<file path="src/design/mlfcd_pkg.sv">
// shared types and constants of the magic/length frame command decoder
// no dependencies; imported by mlfcd_parser and the top level

package mlfcd_pkg;

    // configuration register indexes
    localparam logic CFG_IDX_MAGIC   = 1'b0;
    localparam logic CFG_IDX_MAX_LEN = 1'b1;

    // configuration reset values
    localparam logic [7:0] MAGIC_RESET   = 8'h42;
    localparam logic [7:0] MAX_LEN_RESET = 8'd20;

    // kinds of decoded command
    localparam logic KIND_FILL  = 1'b0;
    localparam logic KIND_PIXEL = 1'b1;

    // opcodes and the shortest frame that carries each command
    localparam logic [7:0] OP_FILL       = 8'd1;
    localparam logic [7:0] OP_PIXEL      = 8'd2;
    localparam logic [7:0] FILL_MIN_LEN  = 8'd4;
    localparam logic [7:0] PIXEL_MIN_LEN = 8'd6;

    // number of payload bytes kept for decoding
    localparam int HEAD_DEPTH = 6;
    localparam int HEAD_IDX_W = $clog2(HEAD_DEPTH);

    typedef struct packed {
        logic [7:0] magic_byte;
        logic [7:0] max_frame_length;
    } cfg_t;

    typedef struct packed {
        logic       command_kind;
        logic [7:0] pixel_x;
        logic [7:0] pixel_y;
        logic [7:0] red;
        logic [7:0] green;
        logic [7:0] blue;
    } result_t;

endpackage

</file>
<file path="src/design/mlfcd_parser.sv">
// frame parser: hunt for magic, take length, collect payload, decode command
// depends on mlfcd_pkg

module mlfcd_parser
    import mlfcd_pkg::*;
(
    input  logic       clk,
    input  logic       rst_n,
    input  logic       step,
    input  logic       cmd,
    input  logic [7:0] rx_byte,
    input  cfg_t       cfg,
    output logic       res_valid,
    output result_t    res
);

    localparam logic [1:0] PHASE_HUNT   = 2'd0;
    localparam logic [1:0] PHASE_LENGTH = 2'd1;
    localparam logic [1:0] PHASE_COPY   = 2'd2;

    logic [1:0] phase_reg, phase_next;
    logic [7:0] frame_length_reg, frame_length_next;
    logic [7:0] byte_index_reg, byte_index_next;
    logic [7:0] head_reg [HEAD_DEPTH];
    logic [7:0] head_view [HEAD_DEPTH];
    logic       head_write;
    logic [7:0] index_inc;

    assign head_write = step && !cmd && (phase_reg == PHASE_COPY)
                        && (byte_index_reg < 8'(HEAD_DEPTH));
    assign index_inc  = byte_index_reg + 8'd1;

    // head as it looks with the current byte already stored
    always_comb
    begin
        for (int i = 0; i < HEAD_DEPTH; i++)
        begin
            head_view[i] = head_reg[i];
        end
        if (head_write)
        begin
            head_view[byte_index_reg[HEAD_IDX_W-1:0]] = rx_byte;
        end
    end

    always_comb
    begin
        phase_next        = phase_reg;
        frame_length_next = frame_length_reg;
        byte_index_next   = byte_index_reg;
        res_valid         = 1'b0;
        res               = '0;
        if (step)
        begin
            if (cmd)
            begin
                phase_next = PHASE_HUNT;
            end
            else
            begin
                case (phase_reg)
                    PHASE_LENGTH:
                    begin
                        if (rx_byte == 8'd0 || rx_byte > cfg.max_frame_length)
                        begin
                            phase_next = PHASE_HUNT;
                        end
                        else
                        begin
                            frame_length_next = rx_byte;
                            byte_index_next   = 8'd0;
                            phase_next        = PHASE_COPY;
                        end
                    end
                    PHASE_COPY:
                    begin
                        byte_index_next = index_inc;
                        if (index_inc == frame_length_reg)
                        begin
                            phase_next = PHASE_HUNT;
                            if (head_view[0] == OP_FILL && frame_length_reg >= FILL_MIN_LEN)
                            begin
                                res_valid        = 1'b1;
                                res.command_kind = KIND_FILL;
                                res.red          = head_view[1];
                                res.green        = head_view[2];
                                res.blue         = head_view[3];
                            end
                            else if (head_view[0] == OP_PIXEL
                                     && frame_length_reg >= PIXEL_MIN_LEN)
                            begin
                                res_valid        = 1'b1;
                                res.command_kind = KIND_PIXEL;
                                res.pixel_x      = head_view[1];
                                res.pixel_y      = head_view[2];
                                res.red          = head_view[3];
                                res.green        = head_view[4];
                                res.blue         = head_view[5];
                            end
                        end
                    end
                    default:
                    begin
                        // hunting, and the unused code
                        if (rx_byte == cfg.magic_byte)
                        begin
                            phase_next = PHASE_LENGTH;
                        end
                        else
                        begin
                            phase_next = PHASE_HUNT;
                        end
                    end
                endcase
            end
        end
    end

    always_ff @(posedge clk or negedge rst_n)
    begin
        if (!rst_n)
        begin
            phase_reg        <= PHASE_HUNT;
            frame_length_reg <= 8'd0;
            byte_index_reg   <= 8'd0;
        end
        else
        begin
            phase_reg        <= phase_next;
            frame_length_reg <= frame_length_next;
            byte_index_reg   <= byte_index_next;
        end
    end

    // payload head, no reset: decode only reads bytes of the current frame
    always_ff @(posedge clk)
    begin
        if (head_write)
        begin
            head_reg[byte_index_reg[HEAD_IDX_W-1:0]] <= rx_byte;
        end
    end

endmodule

</file>
<file path="src/design/magic_length_frame_command_decoder_top.sv">
// top level of the magic/length frame command decoder
// depends on mlfcd_pkg and mlfcd_parser
//
// channel   | direction | signals                        | content
// ----------+-----------+--------------------------------+-------------------------------
// s_axis    | in        | tvalid tready tdata tuser      | received byte or link error
// m_axis    | out       | tvalid tready tdata tuser      | fill or set-pixel command
// cfg       | in        | cfg_we cfg_addr cfg_wdata      | magic byte, max frame length
//
// one beat accepted per cycle while m_axis does not stall; a command is offered on m_axis
// once the beat completing its frame has passed the input register and then the result
// register, where it waits for the output handshake
// reset puts the parser into hunting for the magic byte, magic 0x42, max length 20
// a stalled result holds in the result register while the input register still
// takes one more beat; s_axis_tready drops only when both are full

module magic_length_frame_command_decoder_top
    import mlfcd_pkg::*;
(
    input  logic        clk,
    input  logic        rst_n,
    // configuration write port
    input  logic        cfg_we,
    input  logic        cfg_addr,
    input  logic [7:0]  cfg_wdata,
    // received stream
    input  logic        s_axis_tvalid,
    output logic        s_axis_tready,
    input  logic [7:0]  s_axis_tdata,   // [7:0] rx_byte
    input  logic        s_axis_tuser,   // [0] cmd (1 = link error)
    // command stream
    output logic        m_axis_tvalid,
    input  logic        m_axis_tready,
    output logic [39:0] m_axis_tdata,   // [7:0] pixel_x, [15:8] pixel_y, [23:16] red,
                                        // [31:24] green, [39:32] blue
    output logic        m_axis_tuser    // [0] command_kind (1 = set pixel)
);

    cfg_t       cfg_reg;

    // input register
    logic       in_valid_reg;
    logic       in_cmd_reg;
    logic [7:0] in_byte_reg;

    // result register
    logic       out_valid_reg;
    result_t    out_reg;

    logic       advance;
    logic       s_accept;
    logic       res_valid;
    result_t    res;

    // the parser steps when the result register can take whatever it yields
    assign advance       = in_valid_reg && (!out_valid_reg || m_axis_tready);
    assign s_axis_tready = !in_valid_reg || advance;
    assign s_accept      = s_axis_tvalid && s_axis_tready;

    // configuration registers
    always_ff @(posedge clk or negedge rst_n)
    begin
        if (!rst_n)
        begin
            cfg_reg.magic_byte       <= MAGIC_RESET;
            cfg_reg.max_frame_length <= MAX_LEN_RESET;
        end
        else if (cfg_we)
        begin
            case (cfg_addr)
                CFG_IDX_MAGIC:   cfg_reg.magic_byte       <= cfg_wdata;
                CFG_IDX_MAX_LEN: cfg_reg.max_frame_length <= cfg_wdata;
                default:         cfg_reg                  <= cfg_reg;
            endcase
        end
    end

    // input register control
    always_ff @(posedge clk or negedge rst_n)
    begin
        if (!rst_n)
        begin
            in_valid_reg <= 1'b0;
        end
        else if (s_accept)
        begin
            in_valid_reg <= 1'b1;
        end
        else if (advance)
        begin
            in_valid_reg <= 1'b0;
        end
    end

    // input register payload
    always_ff @(posedge clk)
    begin
        if (s_accept)
        begin
            in_cmd_reg  <= s_axis_tuser;
            in_byte_reg <= s_axis_tdata;
        end
    end

    mlfcd_parser u_parser (
        .clk       (clk),
        .rst_n     (rst_n),
        .step      (advance),
        .cmd       (in_cmd_reg),
        .rx_byte   (in_byte_reg),
        .cfg       (cfg_reg),
        .res_valid (res_valid),
        .res       (res)
    );

    // result register control
    always_ff @(posedge clk or negedge rst_n)
    begin
        if (!rst_n)
        begin
            out_valid_reg <= 1'b0;
        end
        else if (advance)
        begin
            out_valid_reg <= res_valid;
        end
        else if (m_axis_tready)
        begin
            out_valid_reg <= 1'b0;
        end
    end

    // result register payload
    always_ff @(posedge clk)
    begin
        if (advance && res_valid)
        begin
            out_reg <= res;
        end
    end

    assign m_axis_tvalid = out_valid_reg;
    assign m_axis_tuser  = out_reg.command_kind;
    assign m_axis_tdata  = {out_reg.blue, out_reg.green, out_reg.red,
                            out_reg.pixel_y, out_reg.pixel_x};

    // a command only ever follows a parser step
    assert property (@(posedge clk) disable iff (!rst_n)
        $rose(out_valid_reg) |-> $past(advance))
        else $error("command appeared without a parser step");

    // a link error beat never yields a command
    assert property (@(posedge clk) disable iff (!rst_n)
        (advance && in_cmd_reg) |=> !out_valid_reg)
        else $error("link error produced a command");

    // fill commands carry no coordinates
    assert property (@(posedge clk) disable iff (!rst_n)
        (out_valid_reg && out_reg.command_kind == KIND_FILL)
            |-> (out_reg.pixel_x == 8'd0 && out_reg.pixel_y == 8'd0))
        else $error("fill command with nonzero coordinates");

endmodule
</file>
<file path="config.mk">
export PLATFORM = sky130hd
export DESIGN_NAME = magic_length_frame_command_decoder_top
export DESIGN_NICKNAME = d
export VERILOG_FILES = /design/src/design/mlfcd_pkg.sv /design/src/design/mlfcd_parser.sv /design/src/design/magic_length_frame_command_decoder_top.sv
export SDC_FILE = /design/constraint.sdc
export NUM_CORES = 1
export LEC_CHECK = 0
export BUFFER_PORTS_ARGS = -buffer_cell sky130_fd_sc_hd__buf_2
export CAP_MARGIN = 20
export CORE_MARGIN = 2
export CORE_UTILIZATION = 59
export CTS_BUF_LIST = sky130_fd_sc_hd__clkbuf_16
export DETAILED_ROUTE_END_ITERATION = 12
export PLACE_DENSITY_LB_ADDON = 0.05
export SLEW_MARGIN = 20
export SYNTH_ARGS = -nofsm -noshare
export SYNTH_HDL_FRONTEND = slang
export SYNTH_HIERARCHICAL = 1
export SYNTH_SLANG_ARGS = --single-unit
export TNS_END_PERCENT = 30
</file>
<file path="constraint.sdc">
create_clock -name clk -period 6.7 [get_ports clk]
set_clock_uncertainty 0.2 [all_clocks]
set_input_delay 0.67 -clock clk [delete_from_list [all_inputs] [get_ports clk]]
set_output_delay 0.67 -clock clk [all_outputs]
set_load 0.01 [all_outputs]
</file>
* After elaboration in Yosys (flattened, before gate mapping)
Memories as Yosys holds them, arrays and structs flattened.
Cells that the tools add are included.
** Storage, ports and cells
- Bits in registers :: 86
- Memory bits (writable) :: 48
- Logic and storage cells :: 91
- Memories kept :: 1
** Cells by class
- Add/subtract/negate cells :: 1
- $lt $le $gt $ge :: 6
- Eq/ne operators :: 8
- Mux-type cells :: 25
- Bitwise gates (word level) :: 8
- Reduce and logical (&&, ||, !) cells :: 27
** Memories
- u_parser.head_reg :: words 6, bits a word 8, read ports 6, clocked after memory_dff 0, write ports 1, line mlfcd_parser.sv:24 : logic [7:0] head_reg [HEAD_DEPTH];
** Operators with widths (number)
- 48-bit bitwise mux :: 1
- 48-bit two-way mux :: 1
- 41-bit two-way mux :: 1
- 8-bit demux with 3-bit select :: 1
- 24-bit two-way mux :: 1
- 8-bit == test :: 2
- 8-bit by 3-bit >= comparator with 1-bit output, second input constant :: 2
- 8-bit two-way mux :: 2
- 8-bit case mux with 2 select lines :: 1
- 1-bit two-way mux :: 13
- 1-bit logical AND :: 9
- 8-bit by 1-bit adder with 8-bit output, second input constant :: 1
- 8-bit by 1-bit == test with 1-bit output, second input constant :: 1
- 8-bit by 2-bit == test with 1-bit output, second input constant :: 1
- 8-bit greater-than comparator :: 1
- 8-bit logical NOT :: 1
- 8-bit by 3-bit < comparator with 1-bit output, second input constant :: 1
- 4-bit AND reduction :: 2
- 1-bit inverter :: 7
- 2-bit two-way mux :: 3
- 2-bit AND reduction :: 3
- 2-bit nonzero test :: 3
- 6-bit OR reduction :: 1
- 5-bit OR reduction :: 1
- 11 further kinds :: 15

* Longest topological paths before layout
- Depth in word-level cells :: 16
- Mapped depth :: 11

* Hierarchy
The synthesis kept the hierarchy.
** By module, submodules not included
- mlfcd_parser :: instances 1, cells an instance 383, area an instance 4127.7 um^2
- magic_length_frame_command_decoder_top :: instances 1, cells an instance 95, area an instance 2244.7 um^2

* Worst setup path before layout
Ideal clock, no wire load.
- Kind :: input to register
- Start :: in m_axis_tready
- End :: reg out_reg, in the netlist m_axis_tdata[0], enable pin
- Library setup time :: 0.444 ns
- Arrival :: 4.663 ns
- Slack :: 1.393 ns
- Cell stages on the path :: 11
- Path through :: nand2b_1 > and2_1 > nand4bb_1 > nor4b_4 > a21oi_1 > a2111oi_1 > nand4_1 > buf_2 > a21oi_1 > nand2_1 > nor2b_1
** Between the ends
- Word-level cells in the longest chain between the ends :: 15
** RTL lines
- start, declared :: line magic_length_frame_command_decoder_top.sv:33 : input logic m_axis_tready,
- 1-bit logical OR (*) :: line magic_length_frame_command_decoder_top.sv:56 : assign advance = in_valid_reg && (!out_valid_reg || m_axis_tready);
- 1-bit logical AND (*) :: line magic_length_frame_command_decoder_top.sv:56
- named net advance :: line magic_length_frame_command_decoder_top.sv:50 : logic advance;
- 1-bit logical AND (2 in a row) :: line mlfcd_parser.sv:29 : assign head_write = step && !cmd && (phase_reg == PHASE_COPY)
- 1-bit logical AND :: line mlfcd_parser.sv:30 : && (byte_index_reg < 8'(HEAD_DEPTH));
- 48-bit two-way mux :: line mlfcd_parser.sv:40 : if (head_write)
- 8-bit by 2-bit == test with 1-bit output :: line mlfcd_parser.sv:89 : else if (head_view[0] == OP_PIXEL
- 1-bit logical AND :: line mlfcd_parser.sv:90 : && frame_length_reg >= PIXEL_MIN_LEN)
- 1-bit two-way mux :: line mlfcd_parser.sv:89
- 1-bit two-way mux :: line mlfcd_parser.sv:81 : if (head_view[0] == OP_FILL && frame_length_reg >= FILL_MIN_LEN)
- 1-bit two-way mux :: line mlfcd_parser.sv:78 : if (index_inc == frame_length_reg)
- 1-bit two-way mux :: line mlfcd_parser.sv:61 : case (phase_reg)
- 1-bit two-way mux :: line mlfcd_parser.sv:55 : if (cmd)
- 1-bit two-way mux (*) :: line mlfcd_parser.sv:53 : if (step)
- named net res_valid :: line magic_length_frame_command_decoder_top.sv:52 : logic res_valid;
- 1-bit logical AND (*) :: line magic_length_frame_command_decoder_top.sv:136 : if (advance && res_valid)
- end signal, assigned :: line magic_length_frame_command_decoder_top.sv:138 : out_reg <= res;
- end, declared :: line magic_length_frame_command_decoder_top.sv:48 : result_t out_reg;
The timed path passes the listed nets; every way through them passes the cells marked *.
A chain may end at the register's enable or synchronous reset.

* Worst setup path after layout
- Start :: reg u_parser.phase_reg[0]
- End :: reg out_reg, in the netlist m_axis_tdata[0], enable pin
** Between the ends
- Word-level cells in the longest chain between the ends :: 13
** RTL lines
- start, declared :: line mlfcd_parser.sv:21 : logic [1:0] phase_reg, phase_next;
- start signal, assigned :: line mlfcd_parser.sv:129 : phase_reg <= phase_next;
- 2-bit == test (*) :: line mlfcd_parser.sv:29, mlfcd_parser.sv:61
- 1-bit logical AND :: line mlfcd_parser.sv:29
- 1-bit logical AND :: line mlfcd_parser.sv:30
- 48-bit two-way mux :: line mlfcd_parser.sv:40
- 8-bit by 2-bit == test with 1-bit output :: line mlfcd_parser.sv:89
- 1-bit logical AND :: line mlfcd_parser.sv:90
- 1-bit two-way mux :: line mlfcd_parser.sv:89
- 1-bit two-way mux :: line mlfcd_parser.sv:81
- 1-bit two-way mux :: line mlfcd_parser.sv:78
- 1-bit two-way mux (*) :: line mlfcd_parser.sv:61
- 1-bit two-way mux (*) :: line mlfcd_parser.sv:55
- 1-bit two-way mux (*) :: line mlfcd_parser.sv:53
- named net res_valid :: line magic_length_frame_command_decoder_top.sv:52
- 1-bit logical AND (*) :: line magic_length_frame_command_decoder_top.sv:136
Marks and branches as above.

==> results.ini <==
[drt]
vias = 4053
drt-initial-drc-count = 261
drc_errors = 0
wl_per_cell_um = 18.9
wl_um = 12900
antenna_left = 0
via_per_inst = 5.93
first_pass_iters = 5

[clock_network]
cts_inserted_buffers = 17
insertion_delay_ns = 0.41
cts.htree.levels = 4
cts_hold_buf = 0
clkSinkCount = 134
clkTransAtPathRegs_ns = 0.05
cts_resized = 0
cts_root_buffer = clkbuf_16
cts_buffer_depth = 2
cts_tree = built
post-cts-setup-buffer-count = 0

[synthesis]
synth_edf_count = 98
ys_types = 56
synth_ff_type = edfxtp_1
postSynthCellCount = 478
ys_warn_count = 6
syn_area_um2 = 6370
synth_seq_cells = 134
ys_seq_area_share_pct = 60.4
synth_area_leader_cell = edfxtp_1
synth_top_area_share_pct = 46.2
synthTopCellsByArea = edfxtp_1, dfrtp_1, mux2i_1, mux2_2, o22a_1
avgSynthCellArea_um2 = 13.3
synthArstFlopShare_pct = 26.9
synth_fp_nets = 512

[setup_path]
startpoint_type = flip-flop
r2r-end = m_axis_tdata[0]
reg2reg_slack_ns = 2.00
crit_type = reg -> reg
crit_required_ns = 6.61
path_max_fanout = 42
r2r_cells = 12
r2r_start = u_parser/phase_reg[0]
arrival_ns = 4.61
cp-end-kind = flip-flop

[final_layout]
diodes = 0
utilization_pct = 71.1
largest_reg_flops = 48
final_area_um2 = 7410
drive_gt1_share_pct = 28.6
syn_to_final_growth_pct = 16.3
layout.nets = 571
n_fill_cell = 737

[global_routing]
grt_pass1_wl_um = 21000
antenna_found_initial = 0
grt_usage_pct = 23.9
grt_pass1_vias = 4127
grt_max_degree = 43
grt_overflow = 0

[place]
place_congestion = 0.804
hpwlAfterDp_um = 8320
pre_cts_ws_ns = 1.75
portBuffers = 65
placed_area_um2 = 6810

[sta]
tightest_slew_ns = 0.913
layout_setup_ws_ns = 2.00
tns_ns = 0
hold_viol_final = 0
grt_setup_unrepaired = false
setup_viol = 0
slew-limit-headroom_pct = 38.8
period_share_pct = 70.1
min_period_ns = 4.70
maxSlewViolCount = 0
fmax_ghz = 0.213

[floorplan]
die_area_um2 = 11600
fp.dieW_um = 108
core_region_area_um2 = 10400
die_h_um = 108
pin_count = 66
rows = 37
initial_utilization_pct = 61.2

[min_path]
hold_path_class = in -> async

[power]
power_density_nw_per_um2 = 269
power.total_mw = 1.99
p_leak_nw = 2.66
ir_worst_vdd_mv = 0.183

[flow_run]
drv_cap = 0

[status]
status = finished, final reports clean

layout make-up:
type,count,area (um2),share of cell area (%)
inverter,13,48.8,0.659
clock inverter,13,141,1.91
tap,136,170,2.30
multi-input combinational,299,2380,32.1
sequential,134,3850,52.0
timing repair buffer,72,398,5.37
clock buffer,17,425,5.74
through the flow:
step | hold WS, ns | instances
2_1_floorplan | 0.174 | 478
3_5_place_dp | 0.297 | 653
4_1_cts | 0.180 | 683
5_1_grt | 0.220 | 684
3_3_place_gp | 0.296 | 653
6_report | 0.163 | 684
how the worst max path moves through the flow:
stage | startpoint | endpoint | cells after the start
after floorplan | m_axis_tready | m_axis_tdata[0] | 11
after global placement | m_axis_tready | m_axis_tdata[39] | 12
after detailed placement | m_axis_tready | m_axis_tdata[20] | 12
after CTS | u_parser/phase_reg[0] | m_axis_tdata[22] | 11
after global routing | u_parser/phase_reg[0] | m_axis_tdata[24] | 12
final | u_parser/phase_reg[0] | m_axis_tdata[0] | 12
per-layer routing:
metal / vias to the layer above / routed length, um / GRT usage, %
met5: - / 0 / 0
met4: 0 / 182 / 7.42
met3: 20 / 658 / 5.51
met2: 111 / 6280 / 38.8
met1: 2012 / 5820 / 32.3
li1: 1910 / - / -
layout by cell type, fill, tap and decap left out, types with 3 or more instances in the layout:
cell	synthesis	final
a21oi_1	7	7
a31oi_1	4	4
and2_1	4	4
and3_1	5	5
buf_2	6	65
buf_4	1	6
bufinv_16	0	3
clkbuf_16	0	17
clkinv_2	0	5
dfrtp_1	32	32
dfstp_2	4	4
edfxtp_1	98	98
ha_1	11	11
inv_1	13	14
mux2_2	16	16
mux2_4	8	8
mux2i_1	41	40
nand2_1	14	14
nand2b_1	12	12
nand3_1	20	20
nand3b_1	6	6
nand4_1	4	4
nand4b_1	3	3
nor2_1	37	37
nor2b_1	5	4
nor3_1	4	4
nor3_2	14	14
nor3b_1	3	3
nor4_1	5	5
o21ai_0	5	5
o221a_2	4	4
o22a_1	19	19
o311ai_0	5	5
or2_2	3	3
xnor2_1	11	11
xor2_1	6	6
cells in the mapped netlist, drive strengths merged (6+ instances only):
cell type,n
edfxtp,98
mux2i,41
nor2,37
dfrtp,32
mux2,24
clkbuf,23
nand3,20
o22a,19
nor3,18
nand2,15
inv,13
nand2b,12
ha,11
xnor2,11
buf,9
a21oi,7
nand3b,6
nor2b,6
xor2,6
critical path, stage by stage (launching register included):
cell and delay, ns:
dfrtp_1 0.38, inv_1 0.09, ha_1 0.55, nand4bb_1 0.28
nor4b_4 0.79, a21oi_1 0.09, a2111oi_1 0.44, nand4_1 0.14
buf_4 0.31, a21oi_1 0.19, nand2_1 0.13, nor2b_4 0.55
buf_16 0.24
kinds of logic (layout without fill, tap and decap cells):
kind of cell / count (synthesis) / in the layout / synth area share (%)
flip-flops: 134 / 134 / 60.4
adder cells (fa/ha/maj): 11 / 11 / 2.16
AO/OA/AOI/OAI: 56 / 56 / 6.85
XOR/XNOR: 17 / 17 / 2.34
AND/OR/NAND/NOR: 150 / 150 / 14.2
multiplexers: 65 / 65 / 11.2
buffers and inverters: 45 / 115 / 2.95
where the power goes:
group	switching [mW]	internal [mW]
clock	0.319	0.572
combinational	0.0604	0.0679
sequential	0.0516	0.923
total	0.431	1.56
Power figures use the tool's default switching activity.
